## src/sv/mccl_pkg.sv

```systemverilog
package mccl_pkg;

  // Slot count of the learn table. The slot field on the result side is
  // three bits wide, so the table holds at most eight slots.
  localparam int NUM_SLOTS = 8;

  localparam int SLOT_W   = 3;
  localparam int CTRL_W   = 7;
  localparam int CHAN_W   = 4;
  localparam int VAL_W    = 7;
  localparam int STATUS_W = 8;
  localparam int CNT_W    = (NUM_SLOTS > 1) ? $clog2(NUM_SLOTS) : 1;

  // Upper nibble of a control-change status byte.
  localparam logic [3:0] CC_CODE = 4'hB;

  // Value bytes are centered on 64.
  localparam logic [VAL_W-1:0] VALUE_OFFSET = 7'd64;

  // Input command codes.
  localparam logic CMD_MSG   = 1'b0;
  localparam logic CMD_LEARN = 1'b1;

  typedef struct packed {
    logic [CTRL_W-1:0] ctrl;
    logic [CHAN_W-1:0] chan;
  } key_t;

  typedef struct packed {
    logic vld;
    key_t key;
  } tok_t;

  typedef logic [NUM_SLOTS-1:0] slot_vec_t;

  typedef struct packed {
    slot_vec_t wr_en;
    slot_vec_t hit_clr;
  } chain_ctl_t;

  typedef enum logic [1:0] {
    ST_IDLE,
    ST_SCAN,
    ST_EMIT,
    ST_LEARN
  } state_t;

  // Index of the lowest set bit.
  function automatic logic [SLOT_W-1:0] first_hit(slot_vec_t v);
    logic [SLOT_W-1:0] idx;
    idx = '0;
    for (int i = NUM_SLOTS - 1; i >= 0; i--) begin
      if (v[i]) begin
        idx = SLOT_W'(i);
      end
    end
    return idx;
  endfunction

  // One-hot mask of the lowest set bit.
  function automatic slot_vec_t lowest_bit(slot_vec_t v);
    return v & (~v + slot_vec_t'(1));
  endfunction

endpackage

```

## src/sv/midi_cc_learn_demux.sv

```systemverilog
// A learning message gives its one word in the cycle after it is taken; a matching message
// gives its first word once its key has passed every cell, then one word a cycle while
// out_stall is low. No new message is taken while a control change is scanned or its words
// are given, or while a learn capture's word waits; learn requests and other statuses can be
// taken one a cycle.
// Reset (rst_n low, synchronous) empties all slots and disarms learning.
module midi_cc_learn_demux (
  input  logic                              clk,
  input  logic                              rst_n,
  input  logic                              in_valid,
  output logic                              in_stall,
  input  logic                              in_command,
  input  logic [mccl_pkg::STATUS_W-1:0]     in_status_byte,
  input  logic [mccl_pkg::CTRL_W-1:0]       in_controller_number,
  input  logic [mccl_pkg::VAL_W-1:0]        in_value_byte,
  input  logic [mccl_pkg::SLOT_W-1:0]       in_learn_slot,
  output logic                              out_valid,
  input  logic                              out_stall,
  output logic [mccl_pkg::SLOT_W-1:0]       out_slot,
  output logic signed [mccl_pkg::VAL_W-1:0] out_value,
  output logic                              out_last
);
  import mccl_pkg::*;

  // The slot table is a row of cells. Each cell owns one slot's key
  // (controller and channel) and its valid flag. A control-change key
  // is launched into the first cell and moves one cell per cycle; each
  // cell compares it against its own key as it passes and keeps a hit
  // flag. Once the key has left the last cell, the controller walks the
  // hit flags from the lowest slot up, giving one word per cycle while
  // out_stall is low and clearing each hit as its word is taken. The last
  // flag is set when no hit above the current one remains.
  //
  // A learn capture bypasses the row: the armed cell is written on the
  // edge that takes the message, and a single word follows.

  key_t       in_key;
  tok_t       chain [NUM_SLOTS];
  slot_vec_t  hits;
  chain_ctl_t ctl;

  assign in_key = '{ctrl: in_controller_number,
                    chan: in_status_byte[CHAN_W-1:0]};

  mccl_ctrl u_ctrl (
    .clk            (clk),
    .rst_n          (rst_n),
    .in_valid       (in_valid),
    .in_stall       (in_stall),
    .in_command     (in_command),
    .in_status_byte (in_status_byte),
    .in_key         (in_key),
    .in_value_byte  (in_value_byte),
    .in_learn_slot  (in_learn_slot),
    .hits           (hits),
    .tok_o          (chain[0]),
    .ctl            (ctl),
    .out_valid      (out_valid),
    .out_stall      (out_stall),
    .out_slot       (out_slot),
    .out_value      (out_value),
    .out_last       (out_last)
  );

  for (genvar i = 0; i < NUM_SLOTS; i++) begin : g_cell
    if (i < NUM_SLOTS - 1) begin : g_mid
      mccl_cell u_cell (
        .clk     (clk),
        .rst_n   (rst_n),
        .tok_i   (chain[i]),
        .tok_o   (chain[i+1]),
        .wr_en   (ctl.wr_en[i]),
        .wr_key  (in_key),
        .hit_clr (ctl.hit_clr[i]),
        .hit_o   (hits[i])
      );
    end else begin : g_end
      // The key leaving the last cell goes nowhere.
      mccl_cell u_cell (
        .clk     (clk),
        .rst_n   (rst_n),
        .tok_i   (chain[i]),
        .tok_o   (),
        .wr_en   (ctl.wr_en[i]),
        .wr_key  (in_key),
        .hit_clr (ctl.hit_clr[i]),
        .hit_o   (hits[i])
      );
    end
  end

endmodule

```

## src/sv/mccl_cell.sv

```systemverilog
module mccl_cell (
  input  logic            clk,
  input  logic            rst_n,
  input  mccl_pkg::tok_t  tok_i,
  output mccl_pkg::tok_t  tok_o,
  input  logic            wr_en,
  input  mccl_pkg::key_t  wr_key,
  input  logic            hit_clr,
  output logic            hit_o
);
  import mccl_pkg::*;

  key_t key_r;
  key_t tok_key_r;
  logic valid_r;
  logic hit_r;
  logic tok_vld_r;
  logic match;

  // An empty slot never matches, whatever its key register holds.
  assign match = tok_i.vld && valid_r && (tok_i.key == key_r);

  always_ff @(posedge clk) begin
    if (!rst_n) begin
      valid_r   <= 1'b0;
      hit_r     <= 1'b0;
      tok_vld_r <= 1'b0;
    end else begin
      if (wr_en) begin
        valid_r <= 1'b1;
      end
      tok_vld_r <= tok_i.vld;
      if (match) begin
        hit_r <= 1'b1;
      end else if (hit_clr) begin
        hit_r <= 1'b0;
      end
    end
  end

  always_ff @(posedge clk) begin
    if (wr_en) begin
      key_r <= wr_key;
    end
    tok_key_r <= tok_i.key;
  end

  assign tok_o = '{vld: tok_vld_r, key: tok_key_r};
  assign hit_o = hit_r;

endmodule

```

## src/sv/mccl_ctrl.sv

```systemverilog
module mccl_ctrl (
  input  logic                             clk,
  input  logic                             rst_n,
  input  logic                             in_valid,
  output logic                             in_stall,
  input  logic                             in_command,
  input  logic [mccl_pkg::STATUS_W-1:0]    in_status_byte,
  input  mccl_pkg::key_t                   in_key,
  input  logic [mccl_pkg::VAL_W-1:0]       in_value_byte,
  input  logic [mccl_pkg::SLOT_W-1:0]      in_learn_slot,
  input  mccl_pkg::slot_vec_t              hits,
  output mccl_pkg::tok_t                   tok_o,
  output mccl_pkg::chain_ctl_t             ctl,
  output logic                             out_valid,
  input  logic                             out_stall,
  output logic [mccl_pkg::SLOT_W-1:0]      out_slot,
  output logic signed [mccl_pkg::VAL_W-1:0] out_value,
  output logic                             out_last
);
  import mccl_pkg::*;

  state_t             state_r;
  state_t             state_nxt;
  logic [CNT_W-1:0]   cnt_r;
  logic               armed_r;
  logic [SLOT_W-1:0]  armed_slot_r;
  logic [VAL_W-1:0]   value_r;
  logic               tok_vld_r;
  key_t               tok_key_r;

  logic               accept;
  logic               is_cc;
  logic               msg_cc;
  logic               learn_wr;
  logic               scan_go;
  logic               out_fire;
  logic [SLOT_W-1:0]  lslot;
  slot_vec_t          hits_low;
  slot_vec_t          hits_rest;

  assign accept    = in_valid && (state_r == ST_IDLE);
  assign is_cc     = (in_status_byte[STATUS_W-1:STATUS_W-4] == CC_CODE);
  assign msg_cc    = accept && (in_command == CMD_MSG) && is_cc;
  assign learn_wr  = msg_cc && armed_r;
  assign scan_go   = msg_cc && !armed_r;
  assign out_fire  = out_valid && !out_stall;
  assign hits_low  = lowest_bit(hits);
  assign hits_rest = hits & ~hits_low;
  assign lslot     = (in_learn_slot > SLOT_W'(NUM_SLOTS - 1)) ?
                     SLOT_W'(NUM_SLOTS - 1) : in_learn_slot;

  // Next state.
  always_comb begin
    state_nxt = state_r;
    case (state_r)
      ST_IDLE: begin
        if (learn_wr) begin
          state_nxt = ST_LEARN;
        end else if (scan_go) begin
          state_nxt = ST_SCAN;
        end
      end
      ST_SCAN: begin
        if (cnt_r == CNT_W'(NUM_SLOTS - 1)) begin
          state_nxt = ST_EMIT;
        end
      end
      ST_EMIT: begin
        if (hits == '0) begin
          state_nxt = ST_IDLE;
        end else if (out_fire && (hits_rest == '0)) begin
          state_nxt = ST_IDLE;
        end
      end
      ST_LEARN: begin
        if (!out_stall) begin
          state_nxt = ST_IDLE;
        end
      end
      default: state_nxt = ST_IDLE;
    endcase
  end

  // Outputs.
  always_comb begin
    in_stall    = (state_r != ST_IDLE);
    out_valid   = 1'b0;
    out_slot    = first_hit(hits);
    out_last    = (hits_rest == '0);
    ctl.hit_clr = '0;
    for (int i = 0; i < NUM_SLOTS; i++) begin
      ctl.wr_en[i] = learn_wr && (armed_slot_r == SLOT_W'(i));
    end
    case (state_r)
      ST_EMIT: begin
        out_valid = (hits != '0);
        if (out_fire) begin
          ctl.hit_clr = hits_low;
        end
      end
      ST_LEARN: begin
        out_valid = 1'b1;
        out_slot  = armed_slot_r;
        out_last  = 1'b1;
      end
      default: begin
        out_valid = 1'b0;
      end
    endcase
  end

  always_ff @(posedge clk) begin
    if (!rst_n) begin
      state_r      <= ST_IDLE;
      cnt_r        <= '0;
      armed_r      <= 1'b0;
      armed_slot_r <= '0;
      tok_vld_r    <= 1'b0;
    end else begin
      state_r   <= state_nxt;
      tok_vld_r <= scan_go;
      if (scan_go) begin
        cnt_r <= '0;
      end else if (state_r == ST_SCAN) begin
        cnt_r <= cnt_r + CNT_W'(1);
      end
      if (accept && (in_command == CMD_LEARN)) begin
        armed_r      <= 1'b1;
        armed_slot_r <= lslot;
      end else if (learn_wr) begin
        armed_r <= 1'b0;
      end
    end
  end

  always_ff @(posedge clk) begin
    if (msg_cc) begin
      value_r <= in_value_byte - VALUE_OFFSET;
    end
    if (scan_go) begin
      tok_key_r <= in_key;
    end
  end

  assign tok_o     = '{vld: tok_vld_r, key: tok_key_r};
  assign out_value = value_r;

endmodule

```

## config.mk

```make
export PLATFORM = sky130hd
export DESIGN_NAME = midi_cc_learn_demux
export DESIGN_NICKNAME = d
export VERILOG_FILES = /design/src/sv/mccl_pkg.sv /design/src/sv/midi_cc_learn_demux.sv /design/src/sv/mccl_cell.sv /design/src/sv/mccl_ctrl.sv
export SDC_FILE = /design/constraint.sdc
export NUM_CORES = 1
export LEC_CHECK = 0
export BUFFER_PORTS_ARGS = -buffer_cell sky130_fd_sc_hd__buf_2
export CAP_MARGIN = 0
export CORE_ASPECT_RATIO = 1.4
export CORE_MARGIN = 3
export CORE_UTILIZATION = 25
export DETAILED_ROUTE_END_ITERATION = 8
export SYNTH_ARGS = -nofsm -noshare
export SYNTH_HDL_FRONTEND = slang
export SYNTH_SLANG_ARGS = --single-unit
```

## constraint.sdc

```tcl
create_clock -name clk -period 3.14 [get_ports clk]
set_input_delay 0.314 -clock clk [delete_from_list [all_inputs] [get_ports clk]]
set_output_delay 0.314 -clock clk [all_outputs]
set_load 0.05 [all_outputs]
```

After elaboration in Yosys (flattened, before gate mapping)
Cells that the tools add are included.
W data, S select, Z words.
{"block": "word_totals", "regBits": 216, "inputBits": 30, "elab_cells": 185}
{"block": "classes", "addsub": 3, "n_lt_le_gt_ge": 1, "eq_ne": 24, "n_mux": 39, "bitwise_logic": 6, "reduce_logical": 51}
{"cell": "$eq A11 B11 Y1", "n": 8}
{"cell": "$logic_and A1 B1 Y1", "n": 32}
{"cell": "$mux W3", "n": 10}
{"cell": "$reduce_bool A2 Y1", "n": 10}
{"cell": "$mux W1", "n": 19}
{"cell": "$and A8 B8 Y8", "n": 2}
{"cell": "$logic_not A8 Y1", "n": 2}
{"cell": "$mux W8", "n": 2}
{"cell": "$not A8 Y8", "n": 2}
{"cell": "$eq A3 B3 Y1 const B", "n": 5}
{"cell": "$mux W2", "n": 6}
{"cell": "$add A8 B1 Y8 const B", "n": 1}
{"cell": "$pmux W2 S4", "n": 1}
{"cell": "$reduce_bool A8 Y1", "n": 1}
{"cell": "$sub A7 B7 Y7 const B", "n": 1}
{"cell": "$eq A3 B2 Y1 const B", "n": 2}
{"cell": "$ne A3 B1 Y1 const B", "n": 2}
{"cell": "$eq A2 B2 Y1 const B", "n": 2}
{"cell": "$eq A4 B4 Y1 const B", "n": 1}
{"cell": "$reduce_and A4 Y1", "n": 1}
{"cell": "$add A3 B1 Y3 const B", "n": 1}
{"cell": "$eq A3 B1 Y1 const B", "n": 1}
{"cell": "$gt A3 B3 Y1 const B", "n": 1}
{"cell": "$logic_not A3 Y1", "n": 1}
{"cell": "other kinds (8)", "n": 10}

Depth between registers and ports, before layout
{"block": "depth", "word_depth": 10, "depth_mapped": 7}

By module
Synthesis repeated with hierarchy kept, for this count alone.
{"block": "unflattened", "hier_cells": 485, "area_unflattened_um2": 7533.5}
{"mod": "mccl_cell", "instances": 8, "cells_each": 45, "area_each_um2": 768.2, "seq_area_each_um2": 610.6}
{"mod": "mccl_ctrl", "instances": 1, "cells_each": 125, "area_each_um2": 1387.6, "seq_area_each_um2": 740.7}

Worst setup path before layout
OpenSTA, ideal clock, no wires.
{"block": "synth_path", "path_type": "reg2out", "startpoint": "register g_cell[0].g_mid.u_cell.hit_r", "endpoint": "output out_slot[2] (netlist name)", "t_arrival_ns": 2.513, "path_slack_ns": 0.313, "path_stages_with_launch": 4, "n_path_buf": 1, "path_cell_list": "dfxtp_1 > clkbuf_1 > or3_1 > o41ai_1"}
{"block": "synth_via", "elab_chain_len": 2}
{"item": "from (decl)", "line": "mccl_cell.sv:16", "source": "logic hit_r;"}
{"item": "from (signal assigned)", "line": "mccl_cell.sv:26", "source": "hit_r <= 1'b0;"}
{"item": "from (signal assigned)", "line": "mccl_cell.sv:34", "source": "hit_r <= 1'b1;"}
{"item": "from (signal assigned)", "line": "mccl_cell.sv:36", "source": "hit_r <= 1'b0;"}
{"item": "$mux W3", "line": "mccl_pkg.sv:53", "source": "if (v[i]) begin"}
{"item": "$mux W3", "line": "mccl_ctrl.sv:94", "source": "case (state_r)"}
{"item": "to (decl)", "line": "midi_cc_learn_demux.sv:19", "source": "output logic [mccl_pkg::SLOT_W-1:0] out_slot,"}
Every way passes these cells.

Final worst setup path
{"block": "layout_path", "startpoint": "register g_cell[3].g_mid.u_cell.hit_r", "endpoint": "output out_last"}
{"block": "layout_via", "elab_chain_len": 7}
{"item": "from (decl)", "line": "mccl_cell.sv:16"}
{"item": "from (signal assigned)", "line": "mccl_cell.sv:26"}
{"item": "from (signal assigned)", "line": "mccl_cell.sv:34"}
{"item": "from (signal assigned)", "line": "mccl_cell.sv:36"}
{"item": "$not A8 Y8", "line": "mccl_pkg.sv:62", "source": "return v & (~v + slot_vec_t'(1));"}
{"item": "$add A8 B1 Y8", "line": "mccl_pkg.sv:62"}
{"item": "$and A8 B8 Y8", "line": "mccl_pkg.sv:62"}
{"item": "$not A8 Y8", "line": "mccl_ctrl.sv:48", "source": "assign hits_rest = hits & ~hits_low;"}
{"item": "$and A8 B8 Y8 *", "line": "mccl_ctrl.sv:48"}
{"item": "$logic_not A8 Y1 *", "line": "mccl_ctrl.sv:89", "source": "out_last = (hits_rest == '0);"}
{"item": "$mux W1 *", "line": "mccl_ctrl.sv:94"}
{"item": "to (decl)", "line": "midi_cc_learn_demux.sv:21", "source": "output logic out_last"}
Mark *: on every way between the ends. The rest lies on a longest branch, timed or not.

==> impl_results.md <==
* Outcome: finished, final reports clean
* Switching part of the total power at 19.0%
* Max Slew Vio Count at 0
* Clock-pin slew on the worst setup and hold paths at 0.06 ns
* Pre-CTS setup slack at 0.871 ns
* Net Count, Synth at 512
* Post-synth EDFFs at 106
* Starting Density at 25.7%
* Element type at the critical path end: primary output
* I/O Buffers at 42
* HPWL after DPL at 9610 um
* Max H-tree Level at 1
* Max Clock Skew at 0.0125 ns
* P_int at 4.48 mW
* Max Cap Violations at 0
* M3 GR Usage at 1.46%
* CTS tree: done
* Flop2flop setup slack at 0.99 ns
* Synth Warn # at 0
* Worst vdd ir at 462 uV
* Post-route ant nets at 0
* Total track usage at 8.59%
* FFs w/ async S/R, synth at 0%
* Top-area cell type share of the netlist area at 44.2%
* P_leak at 3.06 nW
* Non-Filler Instances at 934
* Setup TNS at 0 ns
* Cells after synthesis at 480
* First-pass GRT wire length at 20900 um
* CP required at 2.83 ns
* RSZ-0062 raised after global routing: no
* WS Path Type: register to primary output
* Ports at 43
* Commonest cells post-synth: dfxtp_1 (110), edfxtp_1 (106), xor2_1 (68)
* Via count of the first global-routing pass at 3828
* HP Class: input pin to register
* Mapped Avg Cell Area at 15.0 um2
* Die Y at 207 um
* Clk_lat worst skew at 0.49 ns
* Die W at 149 um
* Reg2reg end: g_cell[0].g_mid.u_cell.key_r[7]
* Die Area at 30900 um2
* Final setup fails at 0
* Seq cells post-synth at 216
* Global route overflow at 0
* DR vias/cell at 3.96
* Layout fillers at 2769
* First DRT Iteration DRCs at 190
* Worst R2R Path Depth at 6
* Initial antenna violation count at 0
* Placed insts at 892
* Vias at 3695
* # DRC at 0
* Fin crit share at 75.4%
* Clk sinks at 216
* Cts bufs inserted at 21
* Cell taking the most area after synthesis: edfxtp_1
* Pwr Total at 5.53 mW
* Main area contributors after synthesis: edfxtp_1 (44%), dfxtp_1 (31%), xor2_1 (8.3%)
* Final WL at 13300 um
* Worst-case clock buffer depth at 3
* GR peak layer: met2
* PwrDens at 639 nW/um2
* Rel. slew slack at 57.6%
* RePlAce Congestion at 0.732
* Fmax at 422 MHz
* CP startpoint: g_cell[3].g_mid.u_cell.hit_o
* Reg-to-Reg Start: u_ctrl.state_r[1]
* Setup slack after layout at 0.771 ns
* Wire per inst at 14.2 um
* Clock power frac at 44.7%
* Post-synthesis sequential area ratio at 74.8%
* Core ar. at 28000 um2
* Fin util at 30.9%
* Min-Delay Startpoint: in_value_byte[5]
* CP max FO at 7
* Netlist cell types at 42
* GRT met2 Usage at 16.3%
* Nets at 582
* Met1 Usage GRT at 9.92%
* Setup crit end: out_last
* Root Driver: clkbuf_16
* Hold Fails Final Rpt at 0
* Min Tclk post-route at 2.37 ns
* Crit path DAT at 2.05 ns
* N_diodes at 0
* CP Launch Type: register
* Share of cells above drive strength 1 at 16.0%
* Hold depth at 1
* Sequential Power Share at 53.8%
* Pin count of the biggest net entering global routing at 37
* Prevailing post-synth register cell: dfxtp_1
* Area Growth Syn to Fin at 20.2%
* # resized after CTS at 0
* Top-count cell post-synth: dfxtp_1
* Logic pwr share at 1.5%
* Netlist Area Pre-Place at 7200 um2
* P_sw at 1.05 mW
* Pre-antenna DRT Iters at 5
* FP Rows at 72
* Slew @ Worst Pin at 0.630 ns
==> what timing repair did <==
| item | 4_1_cts | 5_1_grt |
|---|---|---|
| endpoints found under the hold margin | 5 | 0 |
| buffers inserted | 0 | 0 |
| hold buffers | 5 | 0 |
==> critical path, stage by stage (launching register included) <==
cell	delay, ns
dfxtp_1	0.38
nor4_4	0.36
nand2b_2	0.12
a211oi_1	0.21
o22ai_1	0.16
nand2b_1	0.08
buf_2	0.25
==> power by group through the flow <==
stage	logic [mW]	clock network, mW	registers (mW)
finish	0.0803	2.47	2.97
floorplan	0.0283	0	3.03
CTS	0.0833	2.53	2.97
detailed placement	0.0784	0	3.04
global placement	0.0760	0	3.04
global route	0.0899	2.64	2.97
==> how the worst min path moves through the flow <==
stage                                 endpoint  slack (ns)
2_1_floorplan  g_cell[1].g_mid.u_cell.tok_o[0]        0.35
3_3_place_gp   g_cell[5].g_mid.u_cell.tok_o[1]        0.35
3_5_place_dp   g_cell[5].g_mid.u_cell.tok_o[4]        0.35
4_1_cts                    u_ctrl.out_value[5]       0.009
5_1_grt                    u_ctrl.out_value[5]       0.009
6_report                   u_ctrl.out_value[5]        0.01
==> placed cells by master, fill, tap and decap left out, drive strengths merged, types with 10 or more instances in the layout <==
| master | n |
|---|---|
| nand3 | 16 |
| xor2 | 68 |
| nor4 | 18 |
| nor3 | 10 |
| nor2 | 14 |
| edfxtp | 106 |
| clkbuf | 31 |
| xnor2 | 21 |
| buf | 51 |
| dfxtp | 110 |
| o21ai | 17 |
| and2 | 11 |
| nand2 | 18 |
==> cell type report <==
class | count | area [um2] | area share (%)
clock inverters | 6 | 60.1 | 0.694
inverters | 6 | 22.5 | 0.260
multi-input cells | 249 | 1760 | 20.3
clock buffers | 31 | 636 | 7.35
repair buffers | 56 | 328 | 3.79
flip-flops and latches | 216 | 5390 | 62.3
well taps | 370 | 463 | 5.35
==> metrics by stage <==
step / area (um2) / hold slack, ns
floorplan: 7200 / 0.349
global route: 8650 / 0.00940
detailed placement: 7900 / 0.354
global placement: 7900 / 0.353
CTS: 8650 / 0.00879
finish: 8650 / 0.0129
==> per-layer routing <==
metal  part of all wire [%]  wire (um)
met4                    1.9        254
met5                      0          0
met2                     55       7280
met1                     40       5350
met3                    2.9        383
==> registers in the layout, summed over array words and instances (netlist names), 3 cells and up <==
name / cells
g_cell.g_end.u_cell.key_r: 11
g_cell.g_mid.u_cell.hit_o: 7
g_cell.g_mid.u_cell.key_r: 77
g_cell.g_mid.u_cell.tok_o: 77
g_cell.g_mid.u_cell.tok_vld_r: 7
g_cell.g_mid.u_cell.valid_r: 7
u_ctrl.armed_slot_r: 3
u_ctrl.cnt_r: 3
u_ctrl.out_value: 7
u_ctrl.tok_o: 11
==> cells by family after synthesis <==
group | share of synthesized area, %
flops | 74.8
simple gates | 8.66
xor+xnor | 10.8
fa+ha+maj | 0.487
compound gates | 3.56
mux | 0.852
buf+inv | 0.782
Note: power is estimated with default switching activity, not from simulation.
